[src/rtl/dcfl_pkg.sv]
// shared types and constants of the der certificate field locator
package dcfl_pkg;

  // limits of the parser
  localparam int MaxCertBytes   = 65536;
  localparam int MaxLengthBytes = 4;

  // parse phase codes
  localparam logic [3:0] PhIdle    = 4'd0;
  localparam logic [3:0] PhOuter   = 4'd1;
  localparam logic [3:0] PhTbs     = 4'd2;
  localparam logic [3:0] PhFirst   = 4'd3;
  localparam logic [3:0] PhVersion = 4'd4;
  localparam logic [3:0] PhSerial  = 4'd5;
  localparam logic [3:0] PhOid     = 4'd6;
  localparam logic [3:0] PhIssuer  = 4'd7;
  localparam logic [3:0] PhValid   = 4'd8;
  localparam logic [3:0] PhSubj    = 4'd9;
  localparam logic [3:0] PhKey     = 4'd10;

  // header step codes
  localparam logic [1:0] StTag  = 2'd0;
  localparam logic [1:0] StLen  = 2'd1;
  localparam logic [1:0] StLong = 2'd2;
  localparam logic [1:0] StSkip = 2'd3;

  // reported field codes
  localparam logic [2:0] FieldSerial   = 3'd0;
  localparam logic [2:0] FieldIssuer   = 3'd1;
  localparam logic [2:0] FieldValidity = 3'd2;
  localparam logic [2:0] FieldSubject  = 3'd3;
  localparam logic [2:0] FieldKeyInfo  = 3'd4;

  // tag bits that mark the optional version element
  localparam logic [7:0] VersionMask = 8'ha0;

  // configuration register addresses
  localparam logic [2:0] AddrIssuerSerialOnly = 3'd0;

  // one result from the parser core
  typedef struct packed {
    logic        valid;
    logic [2:0]  field_id;
    logic [15:0] tlv_offset;
    logic [2:0]  header_length;
    logic [15:0] content_length;
    logic        status;
    logic        last_result;
  } res_t;

endpackage

[src/rtl/dcfl_core.sv]
// tlv header parser: state registers and a combinational byte step
module dcfl_core (
  input  logic               clk_i,
  input  logic               rst_ni,
  input  logic               step_en_i,
  input  logic [7:0]         data_byte_i,
  input  logic               first_i,
  input  logic [15:0]        total_length_i,
  input  logic               issuer_serial_only_i,
  output dcfl_pkg::res_t     res_o
);

  logic [3:0]  phase_q, phase_d;
  logic [1:0]  step_q, step_d;
  logic [2:0]  long_left_q, long_left_d;
  logic [15:0] offset_q, offset_d;
  logic [15:0] region_q, region_d;
  logic [15:0] acc_q, acc_d;
  logic [15:0] skip_q, skip_d;
  logic [15:0] tag_off_q, tag_off_d;

  // next state and result for one byte
  always_comb begin
    logic        proceed;
    logic        fail_v;
    logic        finish_v;
    logic        last_v;
    logic [2:0]  id_v;
    logic [15:0] hdr_v;
    phase_d     = phase_q;
    step_d      = step_q;
    long_left_d = long_left_q;
    offset_d    = offset_q;
    region_d    = region_q;
    acc_d       = acc_q;
    skip_d      = skip_q;
    tag_off_d   = tag_off_q;
    res_o       = '0;
    proceed     = 1'b1;
    fail_v      = 1'b0;
    finish_v    = 1'b0;
    last_v      = 1'b0;
    id_v        = dcfl_pkg::FieldKeyInfo;
    hdr_v       = '0;
    if (step_en_i) begin
      // restart on a first byte
      if (first_i) begin
        phase_d     = dcfl_pkg::PhOuter;
        step_d      = dcfl_pkg::StTag;
        long_left_d = '0;
        offset_d    = '0;
        region_d    = total_length_i;
        acc_d       = '0;
        skip_d      = '0;
        tag_off_d   = '0;
        if (32'(total_length_i) > 32'(dcfl_pkg::MaxCertBytes)) begin
          fail_v  = 1'b1;
          proceed = 1'b0;
        end
      end
      if (proceed && (phase_d != dcfl_pkg::PhIdle)) begin
        // header byte decode
        unique case (step_d)
          dcfl_pkg::StTag: begin
            if (phase_d == dcfl_pkg::PhFirst) begin
              phase_d = ((data_byte_i & dcfl_pkg::VersionMask) == dcfl_pkg::VersionMask)
                        ? dcfl_pkg::PhVersion : dcfl_pkg::PhSerial;
            end
            if ((region_d <= 16'd1) || (data_byte_i == 8'd0)) begin
              fail_v = 1'b1;
            end else begin
              tag_off_d = offset_d;
              region_d  = region_d - 16'd1;
              step_d    = dcfl_pkg::StLen;
            end
          end
          dcfl_pkg::StLen: begin
            region_d = region_d - 16'd1;
            if (data_byte_i[7]) begin
              if (data_byte_i[6:0] > 7'(dcfl_pkg::MaxLengthBytes)) begin
                fail_v = 1'b1;
              end else begin
                acc_d = '0;
                if (data_byte_i[6:0] == 7'd0) begin
                  finish_v = 1'b1;
                end else begin
                  long_left_d = data_byte_i[2:0];
                  step_d      = dcfl_pkg::StLong;
                end
              end
            end else begin
              acc_d    = {8'd0, data_byte_i};
              finish_v = 1'b1;
            end
          end
          dcfl_pkg::StLong: begin
            if (region_d == 16'd0) begin
              fail_v = 1'b1;
            end else begin
              region_d    = region_d - 16'd1;
              acc_d       = (acc_d > 16'h00ff) ? 16'hffff : {acc_d[7:0], data_byte_i};
              long_left_d = long_left_d - 3'd1;
              if (long_left_d == 3'd0) begin
                finish_v = 1'b1;
              end
            end
          end
          default: begin
            region_d = region_d - 16'd1;
            skip_d   = skip_d - 16'd1;
            if (skip_d == 16'd0) begin
              phase_d = phase_d + 4'd1;
              step_d  = dcfl_pkg::StTag;
            end
          end
        endcase

        // header complete: check length, then enter region, skip version or oid, or report field
        if (finish_v) begin
          if (acc_d > region_d) begin
            fail_v = 1'b1;
          end else begin
            step_d = dcfl_pkg::StTag;
            if ((phase_d == dcfl_pkg::PhOuter) || (phase_d == dcfl_pkg::PhTbs)) begin
              region_d = acc_d;
              phase_d  = phase_d + 4'd1;
            end else begin
              skip_d = acc_d;
              if ((phase_d == dcfl_pkg::PhVersion) || (phase_d == dcfl_pkg::PhOid)) begin
                if (acc_d == 16'd0) begin
                  phase_d = phase_d + 4'd1;
                end else begin
                  step_d = dcfl_pkg::StSkip;
                end
              end else begin
                case (phase_d)
                  dcfl_pkg::PhSerial: id_v = dcfl_pkg::FieldSerial;
                  dcfl_pkg::PhIssuer: id_v = dcfl_pkg::FieldIssuer;
                  dcfl_pkg::PhValid:  id_v = dcfl_pkg::FieldValidity;
                  dcfl_pkg::PhSubj:   id_v = dcfl_pkg::FieldSubject;
                  default:            id_v = dcfl_pkg::FieldKeyInfo;
                endcase
                hdr_v  = offset_d - tag_off_d + 16'd1;
                last_v = (id_v == dcfl_pkg::FieldKeyInfo) ||
                         ((id_v == dcfl_pkg::FieldIssuer) && issuer_serial_only_i);
                if (last_v) begin
                  phase_d = dcfl_pkg::PhIdle;
                end else if (acc_d == 16'd0) begin
                  phase_d = phase_d + 4'd1;
                end else begin
                  step_d = dcfl_pkg::StSkip;
                end
                res_o.valid          = 1'b1;
                res_o.field_id       = id_v;
                res_o.tlv_offset     = tag_off_d;
                res_o.header_length  = hdr_v[2:0];
                res_o.content_length = acc_d;
                res_o.status         = 1'b0;
                res_o.last_result    = last_v;
              end
            end
          end
        end
        offset_d = offset_d + 16'd1;
      end

      // error report ends the certificate
      if (fail_v) begin
        phase_d              = dcfl_pkg::PhIdle;
        step_d               = dcfl_pkg::StTag;
        res_o                = '0;
        res_o.valid          = 1'b1;
        res_o.tlv_offset     = proceed ? (offset_d - 16'd1) : offset_d;
        res_o.status         = 1'b1;
        res_o.last_result    = 1'b1;
      end
    end
  end

  // parser state
  always_ff @(posedge clk_i or negedge rst_ni) begin
    if (!rst_ni) begin
      phase_q     <= dcfl_pkg::PhIdle;
      step_q      <= dcfl_pkg::StTag;
      long_left_q <= '0;
      offset_q    <= '0;
      region_q    <= '0;
      acc_q       <= '0;
      skip_q      <= '0;
      tag_off_q   <= '0;
    end else begin
      phase_q     <= phase_d;
      step_q      <= step_d;
      long_left_q <= long_left_d;
      offset_q    <= offset_d;
      region_q    <= region_d;
      acc_q       <= acc_d;
      skip_q      <= skip_d;
      tag_off_q   <= tag_off_d;
    end
  end

  // long length count stays within the allowed byte count
  a_long_count: assert property (@(posedge clk_i) disable iff (!rst_ni)
    (step_q == dcfl_pkg::StLong) |->
      ((long_left_q != 3'd0) && (32'(long_left_q) <= dcfl_pkg::MaxLengthBytes)))
    else $error("long length count out of range");

  // an idle parser always waits at a tag
  a_idle_tag: assert property (@(posedge clk_i) disable iff (!rst_ni)
    (phase_q == dcfl_pkg::PhIdle) |-> (step_q == dcfl_pkg::StTag))
    else $error("idle parser not at tag step");

  // skipping always has content left
  a_skip_nonzero: assert property (@(posedge clk_i) disable iff (!rst_ni)
    (step_q == dcfl_pkg::StSkip) |-> (skip_q != 16'd0))
    else $error("skip with empty count");

  // an error is always the final result
  a_error_last: assert property (@(posedge clk_i) disable iff (!rst_ni)
    (res_o.valid && res_o.status) |-> (res_o.last_result && (phase_d == dcfl_pkg::PhIdle)))
    else $error("error result does not end parsing");

endmodule

[src/rtl/der_certificate_field_locator_unit.sv]
// Datapath: a byte accepted into the input register is parsed by the core,
// and its result is captured in the result register when the step fires.
// Throughput: one byte per cycle; a stalled result holds the parse step
// and so stalls the input.
// Reset: rst_ni clears the parser to idle and empties both registers;
// issuer_serial_only resets to 0.
module der_certificate_field_locator_unit (
  input  logic        clk_i,
  input  logic        rst_ni,
  // input bytes
  input  logic        in_valid_i,
  output logic        in_stall_o,
  input  logic [7:0]  data_byte_i,
  input  logic        first_i,
  input  logic [15:0] total_length_i,
  // field reports
  output logic        out_valid_o,
  input  logic        out_stall_i,
  output logic [2:0]  field_id_o,
  output logic [15:0] tlv_offset_o,
  output logic [2:0]  header_length_o,
  output logic [15:0] content_length_o,
  output logic        status_o,
  output logic        last_result_o,
  // configuration
  input  logic        psel,
  input  logic        penable,
  input  logic        pwrite,
  input  logic [2:0]  paddr,
  input  logic [31:0] pwdata,
  output logic [31:0] prdata,
  output logic        pready
);

  logic           in_valid_q;
  logic [7:0]     byte_q;
  logic           first_q;
  logic [15:0]    total_q;
  logic           out_valid_q;
  dcfl_pkg::res_t out_q;
  dcfl_pkg::res_t res;
  logic           iso_q;
  logic           fire;
  logic           in_take;

  // handshake control
  assign fire       = in_valid_q && (!out_valid_q || !out_stall_i);
  assign in_stall_o = in_valid_q && !fire;
  assign in_take    = in_valid_i && !in_stall_o;

  // input request register
  always_ff @(posedge clk_i or negedge rst_ni) begin
    if (!rst_ni) begin
      in_valid_q <= 1'b0;
    end else if (in_take) begin
      in_valid_q <= 1'b1;
    end else if (fire) begin
      in_valid_q <= 1'b0;
    end
  end

  always_ff @(posedge clk_i) begin
    if (in_take) begin
      byte_q  <= data_byte_i;
      first_q <= first_i;
      total_q <= total_length_i;
    end
  end

  // parser
  dcfl_core u_core (
    .clk_i               (clk_i),
    .rst_ni              (rst_ni),
    .step_en_i           (fire),
    .data_byte_i         (byte_q),
    .first_i             (first_q),
    .total_length_i      (total_q),
    .issuer_serial_only_i(iso_q),
    .res_o               (res)
  );

  // result register
  always_ff @(posedge clk_i or negedge rst_ni) begin
    if (!rst_ni) begin
      out_valid_q <= 1'b0;
    end else if (fire) begin
      out_valid_q <= res.valid;
    end else if (!out_stall_i) begin
      out_valid_q <= 1'b0;
    end
  end

  always_ff @(posedge clk_i) begin
    if (fire && res.valid) begin
      out_q <= res;
    end
  end

  assign out_valid_o      = out_valid_q;
  assign field_id_o       = out_q.field_id;
  assign tlv_offset_o     = out_q.tlv_offset;
  assign header_length_o  = out_q.header_length;
  assign content_length_o = out_q.content_length;
  assign status_o         = out_q.status;
  assign last_result_o    = out_q.last_result;

  // configuration register
  always_ff @(posedge clk_i or negedge rst_ni) begin
    if (!rst_ni) begin
      iso_q <= 1'b0;
    end else if (psel && penable && pwrite && pready &&
                 (paddr == dcfl_pkg::AddrIssuerSerialOnly)) begin
      iso_q <= pwdata[0];
    end
  end

  assign pready = 1'b1;
  assign prdata = (paddr == dcfl_pkg::AddrIssuerSerialOnly) ? {31'd0, iso_q} : 32'd0;

endmodule
[config.mk]
export PLATFORM = sky130hd
export DESIGN_NAME = der_certificate_field_locator_unit
export DESIGN_NICKNAME = d
export VERILOG_FILES = /design/src/rtl/dcfl_pkg.sv /design/src/rtl/dcfl_core.sv /design/src/rtl/der_certificate_field_locator_unit.sv
export SDC_FILE = /design/constraint.sdc
export NUM_CORES = 1
export LEC_CHECK = 0
export BUFFER_PORTS_ARGS = -buffer_cell sky130_fd_sc_hd__buf_2
export CAP_MARGIN = 5
export CORE_ASPECT_RATIO = 0.9
export CORE_UTILIZATION = 58
export CTS_BUF_LIST = sky130_fd_sc_hd__clkbuf_16
export CTS_CLUSTER_DIAMETER = 200
export DETAILED_ROUTE_END_ITERATION = 16
export GPL_TIMING_DRIVEN = 0
export PLACE_DENSITY = 0.9
export SYNTH_ARGS = -nofsm -noshare
export SYNTH_HDL_FRONTEND = slang
export SYNTH_SLANG_ARGS = --single-unit
export TNS_END_PERCENT = 50
[constraint.sdc]
create_clock -name clk_i -period 9.4 [get_ports clk_i]
set_clock_uncertainty 0.2 [all_clocks]
set_input_delay 0 -clock clk_i [delete_from_list [all_inputs] [get_ports clk_i]]
set_output_delay 0 -clock clk_i [all_outputs]
set_load 0.01 [all_outputs]
==> summary.txt, run 1 <==
Worst setup path
  – Cell family contributing the most delay on the critical path: buffers and inverters
  – Startpoint class of the critical path: flop
  – Crit Path Max Fanout: 29
  – Crit path DAT: 9000 ps
  – Worst r2r src: first_q$_DFFE_PP_
  – Critical path required time: 9350 ps
  – Setup crit start: first_q$_DFFE_PP_
  – Critical Path Max Stage Delay: 630 ps
  – Critical path type: flop to flop
  – Crit-path slowest cell: edfxtp_1
  – CP endpoint kind: flop
  – Buf/Inv on CP: 10

Job
  – Max Cap Viol: 0

STA
  – Max Freq: 110 MHz
  – RSZ-0062 raised after global routing: false
  – Slew Limit Fails: 0
  – Fin crit share: 0.964
  – Min setup slack post-route: 341 ps
  – Rel. slew slack: 0.212
  – Final hold violation count: 0
  – Final setup violation count: 0
  – Worst-margin pin slew: 1180 ps
  – Clock period minus worst slack: 9060 ps
  – Worst hold slack: 63.8 ps

Floorplan
  – Die width: 145 µm
  – I/O pin count: 142
  – Die area: 18900 µm²
  – Die Span Y: 131 µm
  – Core area: 17800 µm²
  – Initial Util: 0.600
  – Row cnt: 46

Pwr
  – Max IR drop VDD: 0.000160 V
  – P per Cell Area: 203 nW/µm²
  – Leak: 5.39 nW

Drt
  – DRC errors left: 0
  – DR pass1 iterations: 8
  – DR WL/cell: 21.4 µm
  – Detailed Route Iter0 Violations: 1418
  – Vias: 10700
  – ANT nets after route: 0
  – Drt via density: 6.54
  – WL final: 35.1 mm

GRT
  – Largest net degree at the start of global routing: 47
  – Vias in the first global route: 9644
  – First-pass GRT wire length: 53.8 mm
  – GR Overflow Total: 0
  – Tot GR Track Use: 0.375
  – Initial antenna violation count: 1

Yosys
  – Primary FF master, synth: dfrtp_1
  – Synthesized flop and latch total: 157
  – Synthesized area: 10700 µm²
  – Yosys cell types: 76
  – Syn Area/Cell: 8.71 µm²
  – Seq/Total Area, Yosys: 0.399
  – Syn Inst Count: 1225
  – Number of flops mapped to enable cells by yosys: 65
  – Yosys warns: 0
  – Post-synth ARST share: 0.586

Placed design
  – Cell area after placement: 11500 µm²
  – Post-DP HPWL: 25.3 mm
  – DP Worst Slack: -2000 ps
  – GPL Wtd Cong: 1.04
  – PortBufs: 78

CTS
  – Clock Pin Slew Worst Setup and Hold Paths: 60 ps
  – CTS tree: yes
  – CTS Buffer Depth: 2
  – H-tree Lvls: 4
  – CTS Buf Count: 17
  – Clk sinks: 157
  – Clk Latency, worst-skew pair: 450 ps
  – Root Buffer: clkbuf_16

Layout
  – Design area: 12500 µm²
  – P&R area growth vs syn: 16.9%
  – Filler cells: 1385
  – N_diodes: 0
  – Layout cell share with drive strength beyond 1: 0.145
  – Fin nets: 1491

Status
  – Status: complete, no violations

Hold path
  – Hold wc startpoint: total_length_i[5]
  – Hold Crit Class: primary input to flop
-- registers in the layout (all words and copies together), names as in the netlist, 4 cells and up --
| register | count |
|---|---|
| u_core.acc_q | 16 |
| content_length_o | 16 |
| byte_q | 8 |
| u_core.phase_q | 4 |
| u_core.tag_off_q | 16 |
| u_core.offset_q | 16 |
| tlv_offset_o | 16 |
| total_q | 16 |
| u_core.region_q | 16 |
| u_core.skip_q | 16 |
-- per-layer routing --
layer / routed length [µm] / global-route usage / part of all wire
met5: 0 / 0 / 0
met4: 1480 / 0.190 / 0.042
met3: 4790 / 0.102 / 0.14
met2: 15100 / 0.566 / 0.43
met1: 13700 / 0.499 / 0.39
-- path summary, 6_finish.rpt --
check | to | slack [ps] | depth (start not counted)
worst max-delay path | content_length_o[2]$_SDFFCE_PP0P_ | 340 | 27
max in group asynchronous | iso_q$_DFFE_PN0P_ | 8270 | 4
worst min-delay path | total_q[5]$_DFFE_PP_ | 60 | 2
worst min register to register | u_core.tag_off_q[13]$_DFFE_PN0P_ | 280 | 2
min in group asynchronous | u_core.region_q[14]$_DFFE_PN0P_ | 470 | 4
worst max register to register | content_length_o[2]$_SDFFCE_PP0P_ | 340 | 27
-- cells by family (layout without fill, tap and decap cells) --
family	Yosys count	in the layout	synth area share
AO/OA/AOI/OAI	326	326	0.198
XOR/XNOR	41	41	0.0337
adder cells (fa/ha/maj)	38	38	0.0446
multiplexers	51	51	0.0491
flip-flops	157	157	0.399
other	2	32	0.000704
AND/OR/NAND/NOR	460	460	0.207
buffers and inverters	150	294	0.0683
-- worst register-to-register path, cell delays in order (launching register included) --
cell and delay, ps:
edfxtp_1 630, buf_4 390, buf_2 400, buf_4 400
buf_2 340, buf_2 360, mux2i_1 380, ha_1 290
o21ai_1 270, nor4_2 360, clkbuf_2 310, nor2_1 180
nor3_2 390, clkbuf_2 340, o21ai_0 120, o311ai_0 200
ha_1 370, and3_1 200, a221o_1 360, a21oi_1 150
o21ai_0 80, a211oi_1 370, o21bai_1 210, clkbuf_1 310
a21oi_2 230, buf_4 220, o21a_2 440, buf_12 260
-- cells in the final DEF, fill, tap and decap left out, types with 5 or more instances in the layout --
master	synthesis	final
clkbuf_16	0	18
a21oi_1	73	72
nor3_1	36	35
o21ai_0	94	93
inv_1	44	47
or3_1	11	11
dlygate4sd3_1	0	32
o32ai_1	5	5
conb_1	2	32
edfxtp_1	65	65
nor2b_1	17	17
nor2_1	101	101
o311ai_0	11	11
nand2_1	166	166
o22ai_1	21	21
nand3_1	22	22
clkbuf_1	53	49
o31ai_1	7	7
a22oi_1	15	15
dfrtp_1	92	92
a22o_1	17	17
mux2_2	11	11
nor3b_1	6	6
a31oi_1	6	6
buf_4	34	38
and2_1	7	7
a21o_1	9	9
o211ai_1	9	9
mux2i_1	40	40
or4_1	11	11
buf_2	12	88
ha_1	38	38
xnor2_1	33	33
a221oi_1	8	8
nor4_1	22	21
or2_2	13	13
a211oi_1	10	10
and3_1	11	11
nand4_1	13	13
xor2_1	8	8
-- per-stage QoR --
step	util	cells	TNS, ps	power [mW]
global placement	0.645	1573	-225970	1.76
finish	0.701	1639	0	2.53
CTS	0.700	1639	0	2.48
global route	0.701	1639	0	2.62
detailed placement	0.648	1575	-195590	1.79
floorplan	-	1255	0	1.51
-- synthesized netlist by cell type, types with 4 or more instances --
cell | instances | area [µm²]
a22oi_1 | 15 | 113
o21ai_0 | 94 | 470
mux2i_1 | 40 | 400
nor3_1 | 36 | 180
buf_2 | 12 | 60.1
a221oi_1 | 8 | 70.1
xor2_1 | 8 | 70.1
clkbuf_1 | 53 | 199
or4_1 | 11 | 82.6
edfxtp_1 | 65 | 1950
inv_1 | 44 | 165
a211oi_1 | 10 | 75.1
o22ai_1 | 21 | 131
nand3_1 | 22 | 110
nand3b_1 | 4 | 30.0
xnor2_1 | 33 | 289
and2_1 | 7 | 43.8
o22a_1 | 4 | 35.0
nand2b_1 | 4 | 25.0
or2_2 | 13 | 81.3
o211ai_1 | 9 | 67.6
or3_1 | 11 | 68.8
nor3b_1 | 6 | 45.0
a22o_1 | 17 | 149
a21oi_1 | 73 | 365
a21o_1 | 9 | 67.6
o32ai_1 | 5 | 43.8
o41ai_1 | 4 | 35.0
a221o_1 | 4 | 40.0
nor4_1 | 22 | 138
dfrtp_1 | 92 | 2300
nor2b_1 | 17 | 106
buf_4 | 34 | 255
o311ai_0 | 11 | 96.3
mux2_2 | 11 | 124
nand4_1 | 13 | 81.3
o31ai_1 | 7 | 52.6
and3_1 | 11 | 68.8
ha_1 | 38 | 475
a31oi_1 | 6 | 37.5
nand2_1 | 166 | 623
nor2_1 | 101 | 379
-- where the power goes --
| group | internal (mW) | switching (mW) |
|---|---|---|
| clock network | 0.381 | 0.305 |
| registers | 0.797 | 0.0774 |
| logic | 0.343 | 0.626 |
| total | 1.52 | 1.01 |
-- what timing repair did --
item,CTS,global route
pin swaps,1,0
endpoints found under the setup margin,119,101
hold buffers,33,0
hold endpoints to repair,120,0
buffers inserted,1,0
gates resized for setup,5,7
-- layout make-up --
type / instances / area (µm²) / share of cell area
clock buffers: 18 / 450 / 0.0361
clock inverters: 14 / 118 / 0.00943
well taps: 240 / 300 / 0.0241
inverters: 45 / 169 / 0.0135
flip-flops and latches: 157 / 4250 / 0.341
repair buffers: 114 / 796 / 0.0638
plain buffers: 103 / 561 / 0.0450
multi-input cells: 948 / 5820 / 0.467
Power figures use the tool's default switching activity.
==> run 2, diff against run 1 <==
==> constraint.sdc (replaced) <==
create_clock -name clk_i -period 10.49 [get_ports clk_i]
set_clock_uncertainty 0.2 [all_clocks]
set_input_delay 0 -clock clk_i [delete_from_list [all_inputs] [get_ports clk_i]]
set_output_delay 0 -clock clk_i [all_outputs]
set_load 0.01 [all_outputs]
==> run 2 against run 1 <==
Against the previous run: die area stayed put; sequential power is 10% lower; clock-buffer cell count unchanged; utilization decreased by 0.16 points; worst hold slack worse by 0.82 ps; critical path type unchanged; sequential share of layout area increased by 0.079 points; clock power is 10% lower; highest routed layer unchanged; non-clock buffer count is 2 lower.
==> summary.txt, run 2 (synthesized netlist as in run 1, its figures left out) <==
Status
  – Status: complete, no violations

Drt
  – Drt via density: 6.54
  – Vias: 10700
  – WL final: 35.1 mm
  – ANT nets after route: 0
  – DRC errors left: 0
  – Detailed Route Iter0 Violations: 1515
  – DR WL/cell: 21.4 µm
  – DR pass1 iterations: 9

Pwr
  – P per Cell Area: 182 nW/µm²
  – Leak: 5.36 nW
  – Pwr Total: 2.27 mW
  – Max IR drop VDD: 0.000143 V

STA
  – Max Freq: 99.7 MHz
  – Worst hold slack: 63.0 ps
  – Rel. slew slack: 0.167
  – RSZ-0062 raised after global routing: false
  – Worst-margin pin slew: 1240 ps
  – Final setup violation count: 0
  – Fin Setup TNS: 0 ps
  – Clock period minus worst slack: 10030 ps
  – Slew Limit Fails: 0
  – Final hold violation count: 0
  – Fin crit share: 0.956

CTS
  – Clock Pin Slew Worst Setup and Hold Paths: 60 ps
  – Post-CTS setup repair buffer count: 0
  – CTS tree: yes
  – H-tree Lvls: 4
  – CTS Buf Count: 17
  – Clk Latency, worst-skew pair: 450 ps
  – Clk sinks: 157
  – CTS Buffer Depth: 2
  – Root Buffer: clkbuf_16

Hold path
  – Hold Crit Class: primary input to flop

Job
  – Max Cap Viol: 0

Floorplan
  – Die Span Y: 131 µm
  – I/O pin count: 142
  – Row cnt: 46
  – Core area: 17800 µm²
  – Initial Util: 0.600
  – Die area: 18900 µm²
  – Die width: 145 µm

Placed design
  – PortBufs: 78
  – GPL Wtd Cong: 1.04
  – Post-DP HPWL: 25.3 mm

GRT
  – First-pass GRT wire length: 54.0 mm
  – GR Overflow Total: 0
  – Tot GR Track Use: 0.376
  – Vias in the first global route: 9659
  – Initial antenna violation count: 1
  – Largest net degree at the start of global routing: 47

Worst setup path
  – Setup crit start: first_q$_DFFE_PP_
  – Crit. path cell count: 26
  – Crit Path Max Fanout: 29
  – Crit path DAT: 9980 ps
  – Critical path type: flop to flop
  – Crit-path slowest cell: buf_2
  – Worst r2r src: first_q$_DFFE_PP_
  – Critical Path Max Stage Delay: 710 ps
  – Flop-to-flop setup slack: 460 ps
  – Buf/Inv on CP: 9
  – Critical path required time: 10430 ps
  – CP endpoint kind: flop
  – CP endpoint: field_id_o[1]$_SDFFCE_PP0P_
  – Cell family contributing the most delay on the critical path: buffers and inverters
  – Startpoint class of the critical path: flop
  – Reg2Reg Depth: 26
  – R2R Path End: field_id_o[1]$_SDFFCE_PP0P_

Layout
  – Filler cells: 1391
  – P&R area growth vs syn: 16.6%
  – N_diodes: 0
  – Core Util, Final: 0.700
  – Commonest non-fill, non-tap cells in the layout: nand2_1 (166), nor2_1 (101), o21ai_0 (94)
  – Layout cell share with drive strength beyond 1: 0.141
  – Most common cell after layout, fill and taps aside: nand2_1
  – Fin nets: 1489
==> run 2: worst min path at each step <==
stage / from / end / slack (ps) / depth (start not counted)
after CTS: data_byte_i[4] / byte_q[4]$_DFFE_PP_ / 70 / 2
after detailed placement: rst_ni / u_core.region_q[11]$_DFFE_PN0P_ / -120 / 1
final: total_length_i[5] / total_q[5]$_DFFE_PP_ / 60 / 2
after global routing: total_length_i[6] / total_q[6]$_DFFE_PP_ / 70 / 2
after global placement: total_length_i[3] / total_q[3]$_DFFE_PP_ / -20 / 1
after floorplan: rst_ni / in_valid_q$_DFFE_PN0P_ / -500 / 0
==> run 2: repair_timing <==
item,CTS,global route
hold endpoints to repair,120,0
resized for setup,2,1
endpoints found under the setup margin,119,115
hold buffers,33,0
==> run 2: worst reg2reg max path: stages (launching register included) <==
cell and delay [ps]:
edfxtp_1 630, clkbuf_4 450, buf_2 410, buf_2 710, buf_2 460, mux2i_1 390, ha_1 300, o21ai_0 460
nor4_2 550, clkbuf_1 470, nor2_1 240, nor3_2 420, clkbuf_1 480, o21ai_0 160, o311ai_0 180, ha_1 360
and3_1 200, a221o_1 360, a21oi_1 140, o21ai_0 80, a211oi_1 370, o21bai_1 210, clkbuf_1 310, a21oi_2 230
buf_4 220, o21a_2 460, buf_12 260
==> run 2: per-stage QoR <==
stage | cell area [µm²] | worst slack (ps) | std cells
global route | 12400 | 227 | 1637
CTS | 12400 | 0.745 | 1639
floorplan | 10800 | 2250 | 1255
finish | 12400 | 456 | 1637
detailed placement | 11500 | -908 | 1575
global placement | 11500 | -1680 | 1573
==> run 2: final cells by class <==
class	instances	area, µm²	share of cell area
multi-input cells	948	5810	0.467
flip-flops and latches	157	4250	0.342
repair buffers	113	788	0.0634
plain buffers	102	551	0.0443
clock buffers	18	450	0.0362
well taps	240	300	0.0241
inverters	45	169	0.0136
clock inverters	14	118	0.00945
==> run 2: metal layers <==
layer	vias up	track usage	wire, µm
met3	137	0.103	4680
li1	4726	-	-
met2	841	0.569	15000
met5	-	0	0
met1	5006	0.502	13900
met4	0	0.188	1420
==> run 2: report_power, final <==
group	total, mW	switching [mW]	internal, mW	leakage, nW
registers	0.785	0.0710	0.714	1.86
logic	0.869	0.562	0.307	3.21
clock network	0.614	0.272	0.342	0.297
==> run 3, diff against run 2 <==
--- a/config.mk
+++ b/config.mk
@@ -16,5 +16,6 @@
 export PLACE_DENSITY = 0.9
 export SYNTH_ARGS = -nofsm -noshare
 export SYNTH_HDL_FRONTEND = slang
+export SYNTH_HIERARCHICAL = 1
 export SYNTH_SLANG_ARGS = --single-unit
 export TNS_END_PERCENT = 50
==> constraint.sdc (replaced) <==
create_clock -name clk_i -period 10.49 [get_ports clk_i]
set_clock_uncertainty 0.2 [all_clocks]
set_input_delay 2.098 -clock clk_i [delete_from_list [all_inputs] [get_ports clk_i]]
set_output_delay 2.098 -clock clk_i [all_outputs]
set_load 0.01 [all_outputs]
==> run 3 against run 2 <==
Against the previous run: first-iteration DRC count is 9.0% higher; combinational power grew 60%; wire length rose by 9.8%; clock-buffer cell count shrank 1; non-clock buffer count decreased by 30; sequential share of layout area down 0.35 points; register-to-register slack better by 210 ps; critical path depth decreased by 4; clock power down 3%; global-route usage up 2.0 points; area after synthesis is 4.2% higher.
==> summary.txt, run 3 <==
STA
  – Clock period minus worst slack: 9820 ps
  – Worst-margin pin slew: 1450 ps
  – Slew Limit Fails: 0
  – Worst hold slack: 285 ps
  – RSZ-0062 raised after global routing: false
  – Max Freq: 102 MHz
  – Fin crit share: 0.936
  – Rel. slew slack: 0.0260
  – Final hold violation count: 0
  – Final setup violation count: 0

Placed design
  – Post-DP HPWL: 28.1 mm
  – PortBufs: 78
  – GPL Wtd Cong: 0.998

Worst setup path
  – Startpoint class of the critical path: flop
  – Critical path required time: 10440 ps
  – Crit Path Max Fanout: 10
  – Cell family contributing the most delay on the critical path: buffers and inverters
  – CP endpoint kind: flop
  – Buf/Inv on CP: 7
  – Critical path type: flop to flop
  – Critical Path Max Stage Delay: 790 ps
  – Crit path DAT: 9770 ps
  – Crit-path slowest cell: clkbuf_1
  – Worst-path cell chain: buf_2, clkbuf_1, clkbuf_1, buf_1, mux2i_1, ha_1, o21a_1, clkbuf_1, a31oi_1, nand2_1, nor2_1, a21oi_1, inv_1, ha_1, a211o_1, o311ai_0, a41oi_1, a21oi_1, nor2_1, nand2_1, clkbuf_1, o32ai_1
  – Top cell by count, worst path: clkbuf_1

Pwr
  – Internal power: 1.54 mW
  – Sequential group share of total power: 0.297
  – Leak: 5.27 nW
  – Max IR drop VDD: 0.000135 V
  – Switch Pwr: 1.28 mW
  – Combinational power share: 0.492
  – P per Cell Area: 224 nW/µm²
  – Switching share of power: 0.455
  – Clock share of power: 0.211

Job
  – Max Cap Viol: 0

Floorplan
  – I/O pin count: 142
  – Die width: 148 µm
  – Core area: 18600 µm²
  – Die area: 19700 µm²
  – Initial Util: 0.598
  – Die Span Y: 133 µm
  – Row cnt: 47

CTS
  – CTS Buffer Depth: 2
  – CTS tree: yes
  – Root Buffer: clkbuf_16
  – Clock Pin Slew Worst Setup and Hold Paths: 70 ps
  – Clk Latency, worst-skew pair: 440 ps
  – Post-CTS setup repair buffer count: 0
  – CTS Buf Count: 17
  – Hold_buf cts: 0
  – Clk sinks: 157
  – H-tree Lvls: 4
  – Resize count post-CTS: 0

Drt
  – Drt via density: 6.78
  – Met3 WL: 5.60 mm
  – Vias: 11200
  – DR pass1 iterations: 7
  – ANT nets after route: 0
  – Detailed Route Iter0 Violations: 1651
  – DR WL/cell: 23.3 µm
  – WL final: 38.5 mm
  – Top layer in use: met5
  – DRC errors left: 0
  – Metal2 WL: 16.1 mm
  – Met1 WL: 14.8 mm

Yosys
  – Syn Area/Cell: 8.80 µm²
  – Synth top area share: 0.207
  – Synthesized flop and latch total: 157
  – Most frequent cell after synthesis: nor2_1
  – Primary FF master, synth: dfrtp_1
  – Synth Area in Compound Gates: 0.212
  – Leading area contributor after synthesis: dfrtp_1
  – Combinational family with the most area after synthesis: compound AO/OA/AOI/OAI gates
  – Ranking of synthesized cells by area: dfrtp_1 (21%), edfxtp_1 (18%), nor2_1 (4.7%)
  – Yosys cell types: 88
  – Yosys warns: 6
  – Post-synth ARST share: 0.586
  – Mux cell area share after synthesis: 0.0527
  – Number of flops mapped to enable cells by yosys: 65
  – Top post-synthesis cells by count: nor2_1 (140), nand2_1 (122), dfrtp_1 (92)
  – Xor and xnor area share after synthesis: 0.0378
  – Synthesized area: 11100 µm²
  – Post-Synth Simple-Gate Area: 0.205
  – Synth Area in Adders: 0.0428
  – Syn Inst Count: 1263
  – Seq/Total Area, Yosys: 0.383

GRT
  – Vias in the first global route: 10200
  – First-pass GRT wire length: 58.4 mm
  – Tot GR Track Use: 0.397
  – Largest net degree at the start of global routing: 53
  – GR Overflow Total: 0
  – Initial antenna violation count: 1

Layout
  – Commonest non-fill, non-tap cells in the layout: nor2_1 (140), nand2_1 (122), dfrtp_1 (92)
  – Core Util, Final: 0.676
  – Filler cells: 1530
  – Most common cell after layout, fill and taps aside: nor2_1
  – FF+latch area: 4250 µm²
  – Multi-input combinational cell area: 6250 µm²
  – Fin nets: 1499
  – P&R area growth vs syn: 13.0%
  – Layout cell share with drive strength beyond 1: 0.151

Hold path
  – Hold Crit Class: flop to flop

Status
  – Status: complete, no violations
==> run 3: changes by cell type in the layout (fill, tap and decap cells not counted), moves of 12 or more <==
cell           previous run  this run
nand2_1                 166       122
mux2i_1                  40        27
nor2_1                  101       140
mux2_2                   11        27
dlygate4sd3_1            32         0
nor3_1                   35        23
==> run 3: final cells by class <==
| type | count | area share |
|---|---|---|
| repair buffers | 82 | 0.0365 |
| plain buffers | 103 | 0.0428 |
| clock inverters | 15 | 0.0105 |
| well taps | 245 | 0.0244 |
| diodes | 1 | 0.000199 |
| inverters | 53 | 0.0158 |
| multi-input cells | 980 | 0.498 |
| clock buffers | 17 | 0.0338 |
| flip-flops and latches | 157 | 0.338 |
==> run 3: worst reg2reg max path: stages (launching register included) <==
cell      delay [ps]
edfxtp_1         370
buf_2            290
clkbuf_1         660
clkbuf_1         790
buf_1            770
mux2i_1          570
ha_1             360
o21a_1           150
clkbuf_1         360
a31oi_1          490
nand2_1          270
nor2_1            70
a21oi_1          630
inv_1            230
ha_1             390
a211o_1          320
o311ai_0         410
a41oi_1          240
a21oi_1          610
nor2_1           240
nand2_1          370
clkbuf_1         530
o32ai_1          200
==> run 3: worst paths after layout <==
check	start	end	slack (ps)	depth (start not counted)
max	first_q$_DFFE_PP_	tlv_offset_o[6]$_DFFE_PP_	670	22
min	u_core/long_left_q[2]$_DFFE_PN0P_	u_core/long_left_q[2]$_DFFE_PN0P_	290	2
max reg2reg	first_q$_DFFE_PP_	tlv_offset_o[6]$_DFFE_PP_	670	22
min reg2reg	u_core/long_left_q[2]$_DFFE_PN0P_	u_core/long_left_q[2]$_DFFE_PN0P_	290	2
max in group asynchronous	rst_ni	u_core/region_q[1]$_DFFE_PN0P_	7930	2
min in group asynchronous	rst_ni	u_core/offset_q[7]$_DFFE_PN0P_	1450	1
==> run 3: metrics by stage <==
stage / setup WS, ps / setup TNS (ps) / power (mW) / instance area, µm² / instances
after global placement: -920 / -36660 / 2.11 / 11900 / 1616
after CTS: 1250 / 0 / 2.75 / 12600 / 1652
final: 667 / 0 / 2.82 / 12600 / 1653
after detailed placement: 1320 / 0 / 2.15 / 12000 / 1620
after global routing: 652 / 0 / 2.95 / 12600 / 1652
after floorplan: 2700 / 0 / 1.77 / 11200 / 1293
==> run 3: logic make-up after synthesis <==
group / count (synthesis)
flip-flops: 157
XOR/XNOR: 48
AND/OR/NAND/NOR: 457
multiplexers: 55
adder cells (fa/ha/maj): 38
other: 2
AO/OA/AOI/OAI: 350
buffers and inverters: 156
==> run 3: power by group through the flow <==
stage	logic [mW]	clock network, mW	registers [mW]
3_5_place_dp	1.31	0	0.840
2_1_floorplan	0.958	0	0.816
3_3_place_gp	1.28	0	0.836
6_report	1.39	0.594	0.836
5_1_grt	1.48	0.624	0.846
4_1_cts	1.32	0.597	0.830
==> run 3: per-layer routing <==
layer	vias up	GRT usage
li1	4854	-
met2	931	0.577
met1	5241	0.534
met4	2	0.199
met5	-	0
met3	177	0.122
